<file path="config.mk">
export PLATFORM = sky130hd
export DESIGN_NAME = size_aware_lru_cache
export DESIGN_NICKNAME = d
export VERILOG_FILES = /design/src/rtl/core/salc_pkg.sv /design/src/rtl/core/salc_ram.sv /design/src/rtl/core/size_aware_lru_cache.sv
export SDC_FILE = /design/constraint.sdc
export NUM_CORES = 2
export LEC_CHECK = 0
export ABC_AREA = 1
export BUFFER_PORTS_ARGS = -buffer_cell sky130_fd_sc_hd__buf_2
export CORE_MARGIN = 2
export CORE_UTILIZATION = 30
export CTS_CLUSTER_DIAMETER = 40
export DETAILED_ROUTE_END_ITERATION = 10
export PLACE_DENSITY = 0.44
export SYNTH_ARGS = -nofsm -noshare
export SYNTH_HDL_FRONTEND = slang
export SYNTH_SLANG_ARGS = --single-unit
</file>
<file path="constraint.sdc">
create_clock -name i_clk -period 8.8 [get_ports i_clk]
set_input_delay 0.88 -clock i_clk [delete_from_list [all_inputs] [get_ports i_clk]]
set_output_delay 0.88 -clock i_clk [all_outputs]
set_load 0.03 [all_outputs]
</file>
<file path="src/rtl/core/salc_pkg.sv">
// shared types and codes of the size-aware lru cache
package salc_pkg;

    // result outcome codes
    typedef enum logic [1:0] {
        OUT_HIT     = 2'd0,
        OUT_LOADED  = 2'd1,
        OUT_TOO_BIG = 2'd2,
        OUT_EVICTED = 2'd3
    } t_outcome;

    localparam logic [31:0] BUDGET_RESET = 32'd16777216;

endpackage

</file>
<file path="src/rtl/core/salc_ram.sv">
// generic single-port-write ram with registered read
module salc_ram #(
    parameter int WIDTH = 32,
    parameter int DEPTH = 16
) (
    input  logic                     i_clk,
    input  logic                     i_we,
    input  logic [$clog2(DEPTH)-1:0] i_waddr,
    input  logic [WIDTH-1:0]         i_wdata,
    input  logic [$clog2(DEPTH)-1:0] i_raddr,
    output logic [WIDTH-1:0]         o_rdata
);

    logic [WIDTH-1:0] r_mem [DEPTH];
    logic [WIDTH-1:0] r_rdata;

    // write and registered read
    always_ff @(posedge i_clk) begin
        if (i_we) begin
            r_mem[i_waddr] <= i_wdata;
        end
        r_rdata <= r_mem[i_raddr];
    end

    assign o_rdata = r_rdata;

endmodule

</file>
<file path="src/rtl/core/size_aware_lru_cache.sv">
// size-aware lru cache with byte budget, top level
//
//  channel | direction | handshake                 | payload
//  --------+-----------+---------------------------+------------------------------------------
//  cfg     | in        | i_cfg_valid / o_cfg_ready | i_cfg_data (byte budget)
//  request | in        | i_in_valid / o_in_stall   | i_resource_key, i_resource_size
//  result  | out       | o_out_valid / i_out_stall | o_outcome, o_reported_key,
//          |           |                           | o_bytes_in_use, o_last_of_run
//
// a request's key lookup is a sequential scan over the key ram.
// a miss adds an lru rank scan plus ram read per evicted entry and a scan to find a free slot
// and insert; a hit or a failed request then only emits its result.
// reset clears valid bits, ranks and byte count and reloads the budget; key and size rams need no pass.
// a stalled result holds the sequencer in its emit state; the next request is taken while the
// last result of the previous one still waits in the output register.
module size_aware_lru_cache
    import salc_pkg::*;
#(
    parameter int ENTRIES = 16
) (
    input  logic        i_clk,
    input  logic        i_rst_n,
    // configuration transaction
    input  logic        i_cfg_valid,
    output logic        o_cfg_ready,
    input  logic [31:0] i_cfg_data,
    // request transaction
    input  logic        i_in_valid,
    output logic        o_in_stall,
    input  logic [31:0] i_resource_key,
    input  logic [31:0] i_resource_size,
    // result transaction
    output logic        o_out_valid,
    input  logic        i_out_stall,
    output logic [1:0]  o_outcome,
    output logic [31:0] o_reported_key,
    output logic [31:0] o_bytes_in_use,
    output logic        o_last_of_run
);

    localparam int IW = $clog2(ENTRIES);
    localparam int CW = $clog2(ENTRIES + 1);
    localparam logic [IW-1:0] LAST_IDX = IW'(ENTRIES - 1);
    localparam logic [CW-1:0] FULL_CNT = CW'(ENTRIES);

    typedef enum logic [3:0] {
        ST_IDLE,
        ST_LOOKUP,
        ST_MISS,
        ST_HIT,
        ST_FAIL,
        ST_EV_CHK,
        ST_EV_SCAN,
        ST_EV_OUT,
        ST_INS_SCAN,
        ST_INS_OUT
    } t_state;

    t_state          r_state;
    logic [31:0]     r_budget;
    logic [31:0]     r_alloc;
    logic [CW-1:0]   r_count;
    logic [ENTRIES-1:0] r_valid;
    logic [IW-1:0]   r_rank [ENTRIES];
    logic [IW-1:0]   r_idx;
    logic [IW-1:0]   r_chk_idx;
    logic            r_chk_vld;
    logic [31:0]     r_key;
    logic [31:0]     r_size;

    logic            r_out_valid;
    logic [1:0]      r_outcome;
    logic [31:0]     r_rep_key;
    logic [31:0]     r_bytes;
    logic            r_last;

    logic [31:0]     key_rdata;
    logic [31:0]     size_rdata;
    logic            out_free;
    logic            emit;
    logic            ram_we;
    logic            need_room;
    logic [IW-1:0]   hit_rank;
    logic [IW-1:0]   lru_rank;

    assign out_free  = !r_out_valid || !i_out_stall;
    assign emit      = out_free && ((r_state == ST_HIT) || (r_state == ST_FAIL)
                                    || (r_state == ST_EV_OUT) || (r_state == ST_INS_OUT));
    assign ram_we    = (r_state == ST_INS_OUT) && out_free;
    assign need_room = ({1'b0, r_alloc} + {1'b0, r_size} > {1'b0, r_budget})
                       || (r_count == FULL_CNT);
    assign hit_rank  = r_rank[r_idx];
    assign lru_rank  = IW'(r_count - CW'(1));

    // key and size stores
    salc_ram #(.WIDTH(32), .DEPTH(ENTRIES)) u_key_ram (
        .i_clk   (i_clk),
        .i_we    (ram_we),
        .i_waddr (r_idx),
        .i_wdata (r_key),
        .i_raddr (r_idx),
        .o_rdata (key_rdata)
    );

    salc_ram #(.WIDTH(32), .DEPTH(ENTRIES)) u_size_ram (
        .i_clk   (i_clk),
        .i_we    (ram_we),
        .i_waddr (r_idx),
        .i_wdata (r_size),
        .i_raddr (r_idx),
        .o_rdata (size_rdata)
    );

    // sequencer, store bookkeeping and result register
    always_ff @(posedge i_clk) begin
        if (!i_rst_n) begin
            r_state     <= ST_IDLE;
            r_budget    <= BUDGET_RESET;
            r_alloc     <= '0;
            r_count     <= '0;
            r_valid     <= '0;
            r_idx       <= '0;
            r_chk_idx   <= '0;
            r_chk_vld   <= 1'b0;
            r_out_valid <= 1'b0;
            for (int i = 0; i < ENTRIES; i++) begin
                r_rank[i] <= '0;
            end
        end else begin
            // configuration write
            if (i_cfg_valid) begin
                r_budget <= i_cfg_data;
            end

            // result register loads on emit and drains downstream
            if (emit) begin
                r_out_valid <= 1'b1;
            end else if (!i_out_stall) begin
                r_out_valid <= 1'b0;
            end

            case (r_state)
                ST_IDLE: begin
                    if (i_in_valid) begin
                        r_key     <= i_resource_key;
                        r_size    <= i_resource_size;
                        r_idx     <= '0;
                        r_chk_vld <= 1'b0;
                        r_state   <= ST_LOOKUP;
                    end
                end

                // key compare trails the ram address through the registered read
                ST_LOOKUP: begin
                    if (r_chk_vld && r_valid[r_chk_idx] && key_rdata == r_key) begin
                        r_idx   <= r_chk_idx;
                        r_state <= ST_HIT;
                    end else if (r_chk_vld && r_chk_idx == LAST_IDX) begin
                        r_state <= ST_MISS;
                    end else begin
                        r_chk_vld <= 1'b1;
                        r_chk_idx <= r_idx;
                        if (r_idx != LAST_IDX) begin
                            r_idx <= r_idx + IW'(1);
                        end
                    end
                end

                ST_MISS: begin
                    if (r_size > r_budget) begin
                        r_state <= ST_FAIL;
                    end else begin
                        r_state <= ST_EV_CHK;
                    end
                end

                // hit: move to most recent
                ST_HIT: begin
                    if (out_free) begin
                        for (int j = 0; j < ENTRIES; j++) begin
                            if (r_valid[j] && r_rank[j] < hit_rank) begin
                                r_rank[j] <= r_rank[j] + IW'(1);
                            end
                        end
                        r_rank[r_idx] <= '0;
                        r_outcome     <= OUT_HIT;
                        r_rep_key     <= r_key;
                        r_bytes       <= r_alloc;
                        r_last        <= 1'b1;
                        r_state       <= ST_IDLE;
                    end
                end

                ST_FAIL: begin
                    if (out_free) begin
                        r_outcome   <= OUT_TOO_BIG;
                        r_rep_key   <= r_key;
                        r_bytes     <= r_alloc;
                        r_last      <= 1'b1;
                        r_state     <= ST_IDLE;
                    end
                end

                // decide whether another victim is needed
                ST_EV_CHK: begin
                    r_idx <= '0;
                    if (need_room && r_count != '0) begin
                        r_state <= ST_EV_SCAN;
                    end else begin
                        r_state <= ST_INS_SCAN;
                    end
                end

                // look for the entry holding the largest rank
                ST_EV_SCAN: begin
                    if (r_valid[r_idx] && r_rank[r_idx] == lru_rank) begin
                        r_state <= ST_EV_OUT;
                    end else if (r_idx == LAST_IDX) begin
                        r_idx <= '0;
                    end else begin
                        r_idx <= r_idx + IW'(1);
                    end
                end

                ST_EV_OUT: begin
                    if (out_free) begin
                        r_valid[r_idx] <= 1'b0;
                        r_alloc        <= r_alloc - size_rdata;
                        r_count        <= r_count - CW'(1);
                        r_outcome      <= OUT_EVICTED;
                        r_rep_key      <= key_rdata;
                        r_bytes        <= r_alloc - size_rdata;
                        r_last         <= 1'b0;
                        r_state        <= ST_EV_CHK;
                    end
                end

                // first free slot
                ST_INS_SCAN: begin
                    if (!r_valid[r_idx]) begin
                        r_state <= ST_INS_OUT;
                    end else if (r_idx == LAST_IDX) begin
                        r_idx <= '0;
                    end else begin
                        r_idx <= r_idx + IW'(1);
                    end
                end

                // insert as most recent
                ST_INS_OUT: begin
                    if (out_free) begin
                        for (int j = 0; j < ENTRIES; j++) begin
                            if (r_valid[j]) begin
                                r_rank[j] <= r_rank[j] + IW'(1);
                            end
                        end
                        r_rank[r_idx]  <= '0;
                        r_valid[r_idx] <= 1'b1;
                        r_count        <= r_count + CW'(1);
                        r_alloc        <= r_alloc + r_size;
                        r_outcome      <= OUT_LOADED;
                        r_rep_key      <= r_key;
                        r_bytes        <= r_alloc + r_size;
                        r_last         <= 1'b1;
                        r_state        <= ST_IDLE;
                    end
                end

                default: begin
                    r_state <= ST_IDLE;
                end
            endcase
        end
    end

    assign o_cfg_ready    = 1'b1;
    assign o_in_stall     = (r_state != ST_IDLE);
    assign o_out_valid    = r_out_valid;
    assign o_outcome      = r_outcome;
    assign o_reported_key = r_rep_key;
    assign o_bytes_in_use = r_bytes;
    assign o_last_of_run  = r_last;

endmodule

</file>
# --- Word-level counts from Yosys, hierarchy flattened ---
# Memory sizes are Yosys's and may differ from the RTL's. A register that Yosys moved wholly into a read port is not among the register bits.
# Index checks and enable logic that the tools add are counted.
totals:
  n_memories: 3
  input_bits: 101
  mem_bits_rw: 1088
  reg_bits: 230
  elab_cells: 439
  output_inout_bits: 70
memory_table:
  columns: ["memory", "depth", "width", "rd", "rd_clocked_by_memory_dff", "write_ports", "line", "text"]
  rows:
  - ["u_key_ram.r_mem", 16, 32, 1, 1, 1, "salc_ram.sv:14", "logic [WIDTH-1:0] r_mem [DEPTH];"]
  - ["u_size_ram.r_mem", 16, 32, 1, 1, 1, "salc_ram.sv:14", null]
  - ["r_rank", 16, 4, 17, 1, 17, "size_aware_lru_cache.sv:64", "logic [IW-1:0] r_rank [ENTRIES];"]
classes:
  order_cmp: 21
  add_sub_neg: 22
  reduce_logical: 51
  mux: 257
  bitwise: 38
  n_eq_ne: 32
ops:
  columns: ["operator", "n"]
  rows:
  - ["4-bit 2-to-1 mux", 50]
  - ["1-bit 2-to-1 mux", 181]
  - ["32-bit 2-to-1 mux", 5]
  - ["32-bit one-hot mux with 2 select lines", 2]
  - ["32-bit one-hot mux with 3 select lines", 1]
  - ["4-bit by 1-bit adder with 4-bit output (second input constant)", 17]
  - ["4-bit less-than comparator", 16]
  - ["32-bit by 32-bit adder with 33-bit output", 1]
  - ["33-bit by 32-bit greater-than comparator with 1-bit output", 1]
  - ["1-bit bitwise OR", 33]
  - ["32-bit adder", 1]
  - ["32-bit equality test", 1]
  - ["32-bit greater-than comparator", 1]
  - ["16-bit 2-to-1 mux", 2]
  - ["16-bit one-hot mux with 2 select lines", 1]
  - ["4-bit one-hot mux with 8 select lines", 1]
  - ["32-bit subtractor", 1]
  - ["1-bit logical AND", 24]
  - ["2-bit != test (second input constant)", 11]
  - ["4-bit one-hot mux with 5 select lines", 1]
  - ["6-bit AND reduction", 3]
  - ["16-bit AND", 1]
  - ["4-bit by 3-bit equality test with 1-bit output (second input constant)", 4]
  - ["4-bit equality test (second input constant)", 4]
  - ["other kinds (33)", 58]

# --- Logic depth before layout (Yosys ltp) ---
# An unclocked memory read counts as a cell.
depth:
  word_depth: 10
  mapped_depth: 31
  depth_no_buf: 31

# --- Cells and area by module ---
# A second synthesis with hierarchy kept.
hier_totals:
  hier_cells: 6896
  hier_area_um2: 65648.0
modules_own_cells:
  columns: ["module", "seq_area_each_um2", "cells_per_inst", "n_inst", "area_each_um2"]
  rows:
  - ["salc_ram", 16015.4, 2120, 2, 22730.6]
  - ["size_aware_lru_cache", 7277.0, 2656, 1, 20186.9]

# --- Worst setup path after synthesis ---
# No wires, ideal clock.
synth_timing:
  kind: "register -> register"
  from: "register r_idx[0]"
  to: "memory u_key_ram.r_mem[0][0], enable pin"
  path_stages_with_launch: 10
  arrival_time_ps: 4473
  slack_ps: 3839
  path_cell_list: "dfxtp_1 inv_1 clkbuf_1 clkbuf_1 clkbuf_1 ha_1 inv_1 nor2_1 inv_1 nor2_1"
synth_lines:
  columns: ["item", "line", "text"]
  rows:
  - ["start, declared", "size_aware_lru_cache.sv:65", "logic [IW-1:0] r_idx;"]
  - ["start signal, assigned", "size_aware_lru_cache.sv:156", "r_idx <= r_chk_idx;"]
  - ["start signal, assigned", "size_aware_lru_cache.sv:164", "r_idx <= r_idx + IW'(1);"]
  - ["start signal, assigned", "size_aware_lru_cache.sv:221", "r_idx <= r_idx + IW'(1);"]
  - ["end, declared", "salc_ram.sv:14", null]
# Straight into the memory's write port.

# --- Final worst setup path ---
layout_timing:
  from: "register r_size[0]"
  to: "register r_state[1]"
layout_between:
  elab_chain_len: 6
layout_rtl:
  columns: ["item", "line", "text"]
  rows:
  - ["start, declared", "size_aware_lru_cache.sv:69", "logic [31:0] r_size;"]
  - ["start signal, assigned", "size_aware_lru_cache.sv:146", "r_size <= i_resource_size;"]
  - ["32-bit by 32-bit adder with 33-bit output", "size_aware_lru_cache.sv:90", "assign need_room = ({1'b0, r_alloc} + {1'b0, r_size} > {1'b0, r_budget})"]
  - ["33-bit by 32-bit greater-than comparator with 1-bit output", "size_aware_lru_cache.sv:90", null]
  - ["1-bit logical OR", "size_aware_lru_cache.sv:91", "|| (r_count == FULL_CNT);"]
  - ["1-bit logical AND", "size_aware_lru_cache.sv:207", "if (need_room && r_count != '0) begin"]
  - ["4-bit 2-to-1 mux", "size_aware_lru_cache.sv:207", null]
  - ["4-bit one-hot mux with 8 select lines", "size_aware_lru_cache.sv:142", "case (r_state)"]
  - ["end signal, assigned", "size_aware_lru_cache.sv:149", "r_state <= ST_LOOKUP;"]
  - ["end signal, assigned", "size_aware_lru_cache.sv:208", "r_state <= ST_EV_SCAN;"]
  - ["end signal, assigned", "size_aware_lru_cache.sv:210", "r_state <= ST_INS_SCAN;"]
  - ["end, declared", "size_aware_lru_cache.sv:59", "t_state r_state;"]
# No other way between the ends.
# A chain may end at the register's enable or synchronous reset.

==> metrics.md <==
| Metric | Value |
|---|---|
| Worst-path maximum fanout | 18 |
| Post-CTS sizing | 0 |
| PwrDens | 310 nW/µm² |
| First-pass GRT wire length | 296000 µm |
| Most used cell, CP | nand2_1 |
| Setup bufs post-CTS | 0 |
| Combinational fraction of design power | 23.6% |
| Net Sw Frac | 34.1% |
| Grt ovf | 0 |
| Via count | 43847 |
| Clock sinks | 1386 |
| Area after DPL | 64800 µm² |
| Tot GR Track Use | 19.4% |
| Pint | 15000 µW |
| Cells after Synth | 5611 |
| Design Area, Final | 73200 µm² |
| Max-slew violations | 0 |
| Asr flop ratio synth | 0% |
| Post-synth EDFFs | 1155 |
| CP arrival | 5.27 ns |
| WS Path Type | flip-flop to flip-flop |
| Die Ht | 454 µm |
| Crit end category | flip-flop |
| Cts bufs inserted | 238 |
| CTS max path bufs | 3 |
| Hold_buf cts | 0 |
| Vias in the first global route | 43391 |
| Rel. slew slack | 28.5% |
| Post-synthesis mux area share | 0% |
| Sequential share of the synthesized area | 64.6% |
| Antenna Nets Post-Route | 0 |
| Number of fillers in the final layout | 19949 |
| H-tree depth | 4 |
| TritonCTS clock tree | done |
| Final worst path period share | 51.1% |
| Initial drt markers | 3813 |
| RSZ-0062 raised after global routing | false |
| Worst hold path type | input port to flip-flop |
| Adder-Cell Fraction of Synth Area | 4.14% |
| Commonest non-fill, non-tap cell in the layout | edfxtp_1 |
| Row count | 165 |
| Effective utilization at floorplan | 30.1% |
| Total of max-cap violations | 0 |
| Syn-to-layout area delta | 20.3% |
| XOR/XNOR Fraction of Synth Area | 1.30% |
| Fin cells | 8721 |
| Warnings from Yosys | 0 |
| Slowest stage delay, CP | 0.67 ns |
| Worst-case vdd ir drop | 0.220 mV |
| Final min period | 4.49 ns |
| CP startpoint kind | flip-flop |
| Routed WL per cell | 23.4 µm |
| Commonest non-fill, non-tap cells in the layout | 1155 x edfxtp_1, 751 x nand2_1, 692 x nor2_1 |
| Final Setup Violations | 0 |
| Net switching power | 7740 µW |
| Final setup TNS | 0 ns |
| Post-synthesis cell type count | 62 |
| Ports | 171 |
| GP Congestion | 0.878 |
| Final hold slack | 0.167 ns |
| Largest family of logic cells by synthesized area | simple AND/OR/NAND/NOR gates |
| DR pass1 iterations | 5 |
| Worst-Margin Slew | 1.07 ns |
| Share of cells above drive strength 1 | 12.8% |
| Clk Tree Root Cell | clkbuf_16 |
| Synth Flop Type | edfxtp_1 |
| Post-Syn Area | 60800 µm² |
| Core Util, Final | 36.2% |
| Maximum clock frequency | 223 MHz |
| Die area | 206000 µm² |
| Synthesized net count | 5912 |
| DRC Markers | 0 |
| DR vias/cell | 5.03 |
| PortBufs | 169 |
| Crit-path slowest cell | edfxtp_1 |
| Clock network power share | 41.7% |
| Clk slew on worst S/H paths | 0.06 ns |
| Clock skew | 0.0658 ns |
| Core area | 202000 µm² |
| CP required | 9.58 ns |
| Reg power frac | 34.7% |
| Initial antenna violation count | 15 |
| Synth Area in Simple Gates | 13.3% |
| DRT Wirelength | 204000 µm |
| Placed insts | 8265 |
| Status | complete, no violations |
| Lkg Pwr | 0.0264 µW |
| Synthesized flop and latch total | 1386 |
| Detailed placement HPWL | 122000 µm |
| Die width | 454 µm |
| Compound-Gate Fraction of Synth Area | 12.6% |
| Layout net count | 6134 |
| Worst-Skew Late Latency | 0.88 ns |
| Synth Area per Inst | 10.8 µm² |
| Final Hold Viols | 0 |
| Largest net degree at the start of global routing | 189 |
-- critical path: cells and delay by family, from the launching register on --
kind | cells | cell delay (ns)
simple gates | 21 | 2.18
fa+ha+maj | 3 | 1.05
flops | 1 | 0.67
compound gates | 3 | 0.33
xor+xnor | 1 | 0.17
-- cells by family after synthesis --
logic type      after synthesis
other cells                   1
buf+inv                     637
fa+ha+maj                   200
simple gates               1925
flops                      1386
xor+xnor                     90
compound gates             1372
-- synthesized netlist by cell type (9+ instances only) --
master,number,share of area (%)
buf_2,22,0.18
nand2_2,22,0.23
nor4_1,13,0.13
a21o_1,14,0.17
buf_1,29,0.18
nand4_1,97,1.0
dfxtp_1,231,7.6
o21ai_1,23,0.19
o211ai_2,11,0.23
or2_2,14,0.14
a21oi_1,278,2.3
edfxtp_1,1155,57
nor3_1,21,0.17
nand2_1,751,4.6
xnor2_1,19,0.27
clkbuf_1,211,1.3
nand3b_1,9,0.11
ha_1,198,4.1
o211ai_1,56,0.69
nand3_1,260,2.1
inv_1,357,2.2
a211oi_1,9,0.11
o22ai_1,257,2.6
xor2_1,71,1.0
nor2_1,715,4.4
o21ai_0,669,5.5
-- power by group through the flow --
stage / Clock (µW) / Combinational, µW / Sequential, µW
floorplan: 0 / 3440 / 7880
global placement: 0 / 5380 / 8010
detailed placement: 0 / 5390 / 8010
CTS: 9650 / 5410 / 7880
global route: 9950 / 5960 / 7920
finish: 9460 / 5360 / 7880
-- flip-flops by register name, indices dropped and copies added (netlist names), 32 cells and up, named ones only --
name	cells
u_key_ram.r_mem	512
u_size_ram.r_mem	512
r_rank	64
o_bytes_in_use	32
o_reported_key	32
r_alloc	32
r_budget	32
r_key	32
r_size	32
u_key_ram.o_rdata	32
u_size_ram.o_rdata	32
-- stage by stage --
step | power (µW) | worst slack, ns
global route | 23800 | 3.90
floorplan | 11300 | 3.84
detailed placement | 13400 | 4.33
finish | 22700 | 4.31
global placement | 13400 | 4.23
CTS | 22900 | 4.28
-- area by class of cell --
class / count / area, µm² / area share, %
Clock inverter: 172 / 2110 / 2.88
Tap cell: 2672 / 3340 / 4.57
Sequential cell: 1386 / 39300 / 53.7
Antenna cell: 2 / 5.00 / 0.00684
Timing Repair Buffer: 254 / 1540 / 2.10
Clock buffer: 282 / 6250 / 8.54
Multi-Input combinational cell: 3588 / 19200 / 26.3
Inverter: 365 / 1390 / 1.90
-- routing by layer --
layer / wire, µm / track usage [%] / vias to the layer above / share of wire [%]
met3: 10500 / 3.03 / 329 / 5.1
met5: 28 / 0 / - / 0.014
met1: 93800 / 27.0 / 21650 / 46
met2: 93500 / 30.9 / 1228 / 46
li1: - / - / 20634 / -
met4: 6280 / 6.52 / 6 / 3.1
-- worst paths after layout --
kind | start | end | slack, ns | cells past startpoint
min reg2reg | flip-flop | flip-flop | 0.48 | 2
max reg2reg | r_size[0] | r_state[1] | 4.31 | 28
min | i_resource_key[16] | r_key[16] | 0.17 | 1
max | r_size[0] | r_state[1] | 4.31 | 28
Power figures use the tool's default switching activity.
